**src/rtl/lcam_pkg.sv**
```systemverilog
// Shared types, widths and codes for the loop current level alarm monitor.
package lcam_pkg;

   localparam int ADC_W = 12;
   localparam int ACT_W = 14;
   localparam int CSR_W = 14;
   localparam int CSR_INDEX_W = 3;
   localparam int MODE_W = 2;

   localparam int DEFAULT_FULL_SCALE_CODE = 4095;
   localparam int DEFAULT_ACTIVITY_SCALE = 10000;

   localparam logic [ACT_W-1:0] LEVEL_RESET = ACT_W'(10000);

   localparam logic [MODE_W-1:0] MODE_OFF = 2'd0;
   localparam logic [MODE_W-1:0] MODE_DIGITAL = 2'd1;
   localparam logic [MODE_W-1:0] MODE_ANALOG = 2'd2;

   localparam logic [CSR_INDEX_W-1:0] CSR_SENSOR_MODE = 3'd0;
   localparam logic [CSR_INDEX_W-1:0] CSR_ALARM_MASK = 3'd1;
   localparam logic [CSR_INDEX_W-1:0] CSR_ALARM_LEVEL = 3'd2;
   localparam logic [CSR_INDEX_W-1:0] CSR_UPPER_LEVEL = 3'd3;
   localparam logic [CSR_INDEX_W-1:0] CSR_HYSTERESIS = 3'd4;

   typedef enum logic [1:0] {
      KIND_VALUE = 2'd0,
      KIND_LOW   = 2'd1,
      KIND_HIGH  = 2'd2,
      KIND_COMMS = 2'd3
   } kind_type;

   // One sample after range checks and scaling, ready for the state update.
   typedef struct packed {
      logic             loop_low;
      logic             loop_high;
      logic             ana_ok;
      logic [ACT_W-1:0] ana_val;
      logic             comms_ok;
      logic [ACT_W-1:0] comms;
      logic             startup;
      logic             lost;
   } tick_type;

endpackage

```
**src/rtl/lcam_scale.sv**
```systemverilog
// Range compares and loop current to activity scaling behind the input register.
module lcam_scale #(
   parameter int FULL_SCALE_CODE = lcam_pkg::DEFAULT_FULL_SCALE_CODE,
   parameter int ACTIVITY_SCALE = lcam_pkg::DEFAULT_ACTIVITY_SCALE
) (
   input  logic                         clock,
   input  logic                         reset,
   input  logic                         in_valid,
   output logic                         in_ready,
   input  logic [lcam_pkg::ADC_W-1:0]   in_adc,
   input  logic [lcam_pkg::ACT_W-1:0]   in_comms,
   input  logic                         in_startup,
   input  logic                         in_lost,
   output logic                         out_valid,
   input  logic                         out_ready,
   output lcam_pkg::tick_type           out_tick
);
   import lcam_pkg::*;

   localparam longint unsigned FS = longint'(FULL_SCALE_CODE);
   localparam longint unsigned AS = longint'(ACTIVITY_SCALE);
   localparam longint unsigned ADC_MAX = (longint'(1) << ADC_W) - 1;
   localparam int CMP_W = $clog2(21 * FS + 20 * ADC_MAX + 1);
   localparam longint unsigned DIV = 4 * FS;
   localparam int NUM_W = $clog2(DIV + 1);
   // Scale over the divisor, rounded up, with enough fraction bits that the
   // quotient is exact for every numerator up to the divisor.
   localparam int SHIFT = $clog2(DIV * DIV);
   localparam longint unsigned MUL = ((AS << SHIFT) + DIV - 1) / DIV;
   localparam int M_W = $clog2(MUL + 1);
   localparam int PR_W = NUM_W + M_W;

   localparam logic [CMP_W-1:0] FS_C = CMP_W'(FS);
   localparam logic [CMP_W-1:0] LOW_LIM = CMP_W'(3 * FS);
   localparam logic [CMP_W-1:0] HIGH_LIM = CMP_W'(21 * FS);

   logic             v1_ff;
   logic [ADC_W-1:0] adc1_ff;
   logic [ACT_W-1:0] comms1_ff;
   logic             startup1_ff, lost1_ff;

   logic [CMP_W-1:0] adc_x, adc5, adc20;
   logic [NUM_W-1:0] num;
   logic [PR_W-1:0]  prod;

   assign in_ready = !v1_ff || out_ready;
   assign out_valid = v1_ff;

   // Loop limits, the numerator above the live zero and its scaled quotient.
   always_comb begin
      adc_x = CMP_W'(adc1_ff);
      adc5 = adc_x * CMP_W'(5);
      adc20 = adc_x * CMP_W'(20);
      out_tick.loop_low = adc20 <= LOW_LIM;
      out_tick.loop_high = adc20 >= HIGH_LIM;
      out_tick.ana_ok = adc_x <= FS_C;
      out_tick.comms_ok = comms1_ff <= ACT_W'(AS);
      out_tick.comms = comms1_ff;
      out_tick.startup = startup1_ff;
      out_tick.lost = lost1_ff;
      if (out_tick.ana_ok && adc5 > FS_C) begin
         num = NUM_W'(adc5 - FS_C);
      end else begin
         num = '0;
      end
      prod = PR_W'(num) * PR_W'(MUL);
      out_tick.ana_val = ACT_W'(prod >> SHIFT);
   end

   always_ff @(posedge clock) begin
      if (reset) begin
         v1_ff <= 1'b0;
      end else if (in_ready) begin
         v1_ff <= in_valid;
      end
   end

   always_ff @(posedge clock) begin
      if (in_ready) begin
         adc1_ff <= in_adc;
         comms1_ff <= in_comms;
         startup1_ff <= in_startup;
         lost1_ff <= in_lost;
      end
   end

endmodule

```
**src/rtl/loop_current_level_alarm_monitor.sv**
```systemverilog
// An input transfer passes through the input register, then the result register,
// before its result can transfer out.
// Throughput: one item per cycle; the result register is also the monitor state.
// A stalled result holds the input register, and the input stalls once both are full.
// Reset is synchronous: it empties both registers, clears all fault and alarm state,
// and returns the registers to their defaults.
module loop_current_level_alarm_monitor #(
   parameter int FULL_SCALE_CODE = lcam_pkg::DEFAULT_FULL_SCALE_CODE,
   parameter int ACTIVITY_SCALE = lcam_pkg::DEFAULT_ACTIVITY_SCALE
) (
   input  logic                             clock,
   input  logic                             reset,
   input  logic                             req_valid,
   output logic                             req_stall,
   input  logic [lcam_pkg::ADC_W-1:0]       req_adc_sample,
   input  logic [lcam_pkg::ACT_W-1:0]       req_comms_activity,
   input  logic                             req_startup_active,
   input  logic                             req_comms_lost,
   output logic                             rsp_valid,
   input  logic                             rsp_stall,
   output logic [lcam_pkg::ACT_W-1:0]       rsp_activity_out,
   output logic [1:0]                       rsp_activity_kind,
   output logic                             rsp_level_alarm,
   output logic                             rsp_upper_alarm,
   output logic                             rsp_comms_alarm,
   output logic                             rsp_out_of_range,
   output logic                             rsp_input_low,
   output logic                             rsp_input_high,
   input  logic                             csr_write_en,
   input  logic [lcam_pkg::CSR_INDEX_W-1:0] csr_index,
   input  logic [lcam_pkg::CSR_W-1:0]       csr_wdata
);
   import lcam_pkg::*;

   logic [MODE_W-1:0] mode_ff;
   logic              mask_ff;
   logic [ACT_W-1:0]  level_ff, upper_ff, hyst_ff;

   logic             rsp_valid_ff;
   logic             range_ff, low_ff, high_ff, first_ff, second_ff, link_ff;
   logic [ACT_W-1:0] held_ff;
   kind_type         kind_ff;

   logic             range_in, low_in, high_in, first_in, second_in, link_in;
   logic [ACT_W-1:0] held_in;
   kind_type         kind_in;

   logic     scale_ready, tick_valid, out_en, take;
   tick_type tick;
   logic     lost, valid, is_off, is_analog;
   logic [ACT_W-1:0] val;

   function automatic logic level_latch(input logic latch, input logic [ACT_W-1:0] value,
                                        input logic [ACT_W-1:0] thr,
                                        input logic [ACT_W-1:0] hyst);
      logic result;
      result = latch;
      if (value >= thr) begin
         result = 1'b1;
      end else if ({1'b0, value} + {1'b0, hyst} < {1'b0, thr}) begin
         result = 1'b0;
      end
      return result;
   endfunction

   lcam_scale #(
      .FULL_SCALE_CODE(FULL_SCALE_CODE),
      .ACTIVITY_SCALE(ACTIVITY_SCALE)
   ) u_scale (
      .clock(clock),
      .reset(reset),
      .in_valid(req_valid),
      .in_ready(scale_ready),
      .in_adc(req_adc_sample),
      .in_comms(req_comms_activity),
      .in_startup(req_startup_active),
      .in_lost(req_comms_lost),
      .out_valid(tick_valid),
      .out_ready(out_en),
      .out_tick(tick)
   );

   assign out_en = !rsp_valid_ff || !rsp_stall;
   assign take = tick_valid && out_en;
   assign req_stall = !scale_ready;

   // Next monitor state for the sample held in the input register.
   always_comb begin
      range_in = range_ff;
      low_in = low_ff;
      high_in = high_ff;
      first_in = first_ff;
      second_in = second_ff;
      link_in = link_ff;
      held_in = held_ff;
      kind_in = kind_ff;
      lost = tick.lost;
      is_off = mode_ff == MODE_OFF;
      is_analog = mode_ff == MODE_ANALOG;

      if (is_analog && !tick.startup) begin
         if (tick.loop_low || tick.loop_high) begin
            if (tick.loop_low) begin
               low_in = 1'b1;
               held_in = '0;
               kind_in = KIND_LOW;
            end
            if (tick.loop_high) begin
               high_in = 1'b1;
               held_in = '0;
               kind_in = KIND_HIGH;
            end
            range_in = 1'b1;
         end else if (range_in) begin
            // Recovery from a loop fault ignores a link loss on the same sample.
            range_in = 1'b0;
            low_in = 1'b0;
            high_in = 1'b0;
            lost = 1'b0;
         end
      end
      if (is_off && !tick.startup && range_in) begin
         range_in = 1'b0;
         low_in = 1'b0;
         high_in = 1'b0;
         link_in = 1'b0;
      end

      if (is_analog) begin
         valid = !low_in && !high_in && tick.ana_ok;
         val = tick.ana_val;
      end else if (!is_off) begin
         valid = tick.comms_ok;
         val = tick.comms;
      end else begin
         valid = 1'b0;
         val = '0;
      end

      if (!is_off && !link_in) begin
         if (valid) begin
            range_in = 1'b0;
            held_in = val;
            kind_in = KIND_VALUE;
         end else begin
            range_in = 1'b1;
         end
      end
      if (is_off) begin
         held_in = '0;
         kind_in = KIND_VALUE;
      end

      if (!is_off && !mask_ff && !link_in) begin
         if (kind_in == KIND_VALUE) begin
            first_in = level_latch(first_in, held_in, level_ff, hyst_ff);
            second_in = level_latch(second_in, held_in, upper_ff, hyst_ff);
         end
      end else begin
         first_in = 1'b0;
         second_in = 1'b0;
      end

      if (!is_off && !mask_ff) begin
         if (lost) begin
            if (!link_in) begin
               link_in = 1'b1;
               held_in = '0;
               kind_in = KIND_COMMS;
            end
         end else begin
            link_in = 1'b0;
         end
      end else if (link_in) begin
         range_in = 1'b0;
         low_in = 1'b0;
         high_in = 1'b0;
         link_in = 1'b0;
      end
   end

   always_ff @(posedge clock) begin
      if (reset) begin
         mode_ff <= MODE_OFF;
         mask_ff <= 1'b0;
         level_ff <= LEVEL_RESET;
         upper_ff <= LEVEL_RESET;
         hyst_ff <= '0;
      end else if (csr_write_en) begin
         case (csr_index)
            CSR_SENSOR_MODE: mode_ff <= csr_wdata[MODE_W-1:0];
            CSR_ALARM_MASK:  mask_ff <= csr_wdata[0];
            CSR_ALARM_LEVEL: level_ff <= csr_wdata[ACT_W-1:0];
            CSR_UPPER_LEVEL: upper_ff <= csr_wdata[ACT_W-1:0];
            CSR_HYSTERESIS:  hyst_ff <= csr_wdata[ACT_W-1:0];
            default: ;
         endcase
      end
   end

   // The result register holds the monitor state; it only moves when it takes a sample.
   always_ff @(posedge clock) begin
      if (reset) begin
         rsp_valid_ff <= 1'b0;
         range_ff <= 1'b0;
         low_ff <= 1'b0;
         high_ff <= 1'b0;
         first_ff <= 1'b0;
         second_ff <= 1'b0;
         link_ff <= 1'b0;
         held_ff <= '0;
         kind_ff <= KIND_VALUE;
      end else begin
         if (out_en) rsp_valid_ff <= tick_valid;
         if (take) begin
            range_ff <= range_in;
            low_ff <= low_in;
            high_ff <= high_in;
            first_ff <= first_in;
            second_ff <= second_in;
            link_ff <= link_in;
            held_ff <= held_in;
            kind_ff <= kind_in;
         end
      end
   end

   assign rsp_valid = rsp_valid_ff;
   assign rsp_activity_out = held_ff;
   assign rsp_activity_kind = kind_ff;
   assign rsp_level_alarm = first_ff;
   assign rsp_upper_alarm = second_ff;
   assign rsp_comms_alarm = link_ff;
   assign rsp_out_of_range = range_ff;
   assign rsp_input_low = low_ff;
   assign rsp_input_high = high_ff;

endmodule

```
**config.mk**
```make
export PLATFORM = sky130hd
export DESIGN_NAME = loop_current_level_alarm_monitor
export DESIGN_NICKNAME = d
export VERILOG_FILES = /design/src/rtl/lcam_pkg.sv /design/src/rtl/lcam_scale.sv /design/src/rtl/loop_current_level_alarm_monitor.sv
export SDC_FILE = /design/constraint.sdc
export NUM_CORES = 1
export LEC_CHECK = 0
export BUFFER_PORTS_ARGS = -buffer_cell sky130_fd_sc_hd__buf_2
export CAP_MARGIN = 30
export CORE_MARGIN = 3
export CORE_UTILIZATION = 50
export DETAILED_ROUTE_END_ITERATION = 10
export MAX_ROUTING_LAYER = met4
export PLACE_DENSITY = 0.68
export SETUP_SLACK_MARGIN = 0.1
export SLEW_MARGIN = 25
export SYNTH_ARGS = -nofsm -noshare
export SYNTH_HDL_FRONTEND = slang
export SYNTH_SLANG_ARGS = --single-unit
export TNS_END_PERCENT = 100
```
**constraint.sdc**
```tcl
create_clock -name clock -period 15.6 [get_ports clock]
set_clock_uncertainty 0.2 [all_clocks]
set_input_delay 2.34 -clock clock [delete_from_list [all_inputs] [get_ports clock]]
set_output_delay 2.34 -clock clock [all_outputs]
set_load 0.05 [all_outputs]
```
==> impl_metrics.toml <==
[run_status]
run_status = "completed"

[yosys]
avgSynthCellArea_um2 = 8.80
syn_nets = 1730
synthFlopType = "dfxtp_1"
synth_cells = 1365
ys_seq_area_share_pct = 18.5
ys_types = 82
synth_warnings = 0
synth_edf_count = 28
syn_area_mm2 = 0.0120
synth_seq_cells = 97
async_reset_ff_share_pct = 0

[clock_tree]
insertion_delay_ns = 0.36
cts_setup_buffers = 0
path_clk_slew_ns = 0.08
clockBufferDepth = 2
cts_sinks = 97
hold_buffers = 0
clk_root_buffer_cell = "clkbuf_16"
cts_buffers = 9
cts_tree = "yes"
ctsResizeCount = 0
cts_max_level = 3

[global_routing]
grt_overflow = 0
grt_pass1_vias = 9914
grt_use_total_pct = 25.8
antenna_found_initial = 0
grt_max_degree = 48
grt_pass1_wl_um = 52000

[detailed_routing]
wl_um = 32000
vias_per_cell = 5.77
postRouteAntennaNets = 0
vias = 10079
dr.pass1.iters = 5
drc = 0
wl_per_cell_um = 18.3
dr.first_iter.drc_count = 783

[sta]
fin_crit_ns = 13.20
period_share_pct = 84.6
timing.hold.ws_ns = 0.258
drv_slew = 0
hold_violations = 0
tightest_slew_ns = 0.848
finalSetupTns_ns = 0
grt_setup_unrepaired = "false"
max_freq_mhz = 75.8
slew_headroom_pct = 43.4
setup_viol = 0

[placed_design]
dpl.hpwl_um = 26800
gp_congestion = 0.990
port-buffer-count = 73

[min_path]
min_to = "upper_ff[1]"
hold_path.class = "reg2reg"
whs_path_depth = 2
hold_start = "upper_ff[1]"

[critical_path]
worstPathRequired_ns = 15.61
path_delay_family = "adder cells"
r2r_setup_slack_ns = 2.40
worstRegToRegCells = 49
worst_path_max_delay_cell = "or4_1"
slowest_delay_ns = 0.57
timing.rr.end = "rsp_level_alarm"
path_buf_inv = 5
worstPathArrival_ns = 13.21
r2r_start = "u_scale.adc1_ff[1]"
path_max_fanout = 6
setup.worst_path.start_class = "flop"
critPathCaptureType = "flop"
critPathKind = "reg2reg"
path_depth = 49

[die]
start_util_pct = 51.0
die_h_um = 161
core_area_mm2 = 0.0235
fp.dieW_um = 161
ioPinCount = 74
rows = 56
die_area_mm2 = 0.0259

[final_layout]
drive_gt1_share_pct = 8.54
antenna_cells = 0
fillers = 2223
layout-area-overhead-vs-synth_pct = 8.04
nNetsFinal = 1789

[job]
maxCapViolCount = 0
## logic make-up (layout without fill, tap and decap cells)
kind of cell | Yosys count | after routing | synth area share, %
AO/OA/AOI/OAI | 350 | 350 | 20.1
XOR/XNOR | 37 | 37 | 2.70
adder cells (fa/ha/maj) | 315 | 315 | 37.7
buffers and inverters | 211 | 274 | 6.72
flip-flops | 97 | 97 | 18.5
multiplexers | 8 | 8 | 0.666
AND/OR/NAND/NOR | 347 | 347 | 13.7
## worst register-to-register path: cells and delay by family (launching register included)
kind	cells	cell delay [ns]
compound gates	17	3.70
fa+ha+maj	14	5.30
xor+xnor	4	0.84
buf+inv	5	0.27
flops	1	0.46
simple gates	9	2.28
## per-stage QoR
step	util, %	cells	instance area (µm²)	setup WS, ns
6_report	55.1	1747	13000	2.40
4_1_cts	55.1	1747	13000	2.49
3_3_place_gp	53.9	1732	12700	2.94
5_1_grt	55.1	1747	13000	1.69
2_1_floorplan	-	1365	12000	3.64
3_5_place_dp	53.9	1732	12700	2.56
## worst max path at each step
stage               slack, ns          startpoint         endpoint
floorplan                3.64  u_scale.adc1_ff[1]  rsp_level_alarm
global placement         2.94  u_scale.adc1_ff[1]  rsp_level_alarm
detailed placement       2.56  u_scale.adc1_ff[1]  rsp_level_alarm
CTS                      2.49  u_scale.adc1_ff[1]  rsp_level_alarm
global route             1.69  u_scale.adc1_ff[1]  rsp_level_alarm
finish                   2.40  u_scale.adc1_ff[1]  rsp_level_alarm
## sequential cells by signal, summed over array words and instances (netlist names), 2 cells and up
name               count
level_ff              14
rsp_activity_out      14
hyst_ff               14
u_scale.comms1_ff     14
u_scale.adc1_ff       12
rsp_activity_kind      2
mode_ff                2
upper_ff              14
## synthesized netlist by cell type, types with 13 or more instances
master    instances  share of area [%]
clkbuf_1         22               0.69
fa_1             78                 13
edfxtp_1         28                7.0
nor3_1           19               0.79
a21oi_1         113                4.7
o211ai_1         27                1.7
ha_1            237                 25
nand4_1          18               0.94
nand2_1         148                4.6
dfxtp_1          69                 11
inv_1           180                5.6
a31oi_1          13               0.68
xnor2_1          25                1.8
nand3_1          30                1.2
o21ai_0          47                2.0
a21o_1           32                2.0
nor2_1           54                1.7
## final cells by class
type | instances | area [µm²] | area share (%)
clock buffers | 9 | 225 | 1.73
clock inverters | 6 | 62.6 | 0.482
inverters | 180 | 676 | 5.20
multi-input cells | 1057 | 8990 | 69.2
flip-flops and latches | 97 | 2220 | 17.1
well taps | 319 | 399 | 3.07
repair buffers | 79 | 410 | 3.16
## per-layer routing
| metal | part of all wire [%] | GRT usage (%) |
|---|---|---|
| met5 | 0 | - |
| met4 | 1.5 | 5.01 |
| met3 | 6.0 | 3.95 |
| met2 | 45 | 40.6 |
| met1 | 47 | 35.7 |
## placed cells by master (no fill, tap or decap), types with 6 or more instances in the layout
cell and count:
fa_1 78, inv_1 180, a31oi_1 13, ha_1 237
o21a_1 10, nor2_1 54, nor3_1 19, o31ai_1 6
nand4_1 18, and3_1 10, buf_2 73, xor2_1 12
a211oi_1 7, a21o_1 32, o21ai_0 47, nand3_1 30
or2_2 6, nor2b_1 10, o21bai_1 12, and2_1 11
xnor2_1 25, o211ai_1 27, dfxtp_1 69, a21oi_1 113
mux2i_1 8, o2111ai_1 7, buf_4 6, a22o_1 12
nand2_1 148, nand2b_1 12, edfxtp_1 28, clkbuf_16 9
Power is not shown: default switching activity piles up to over one toggle a cycle in this logic, so the estimate is an artifact.
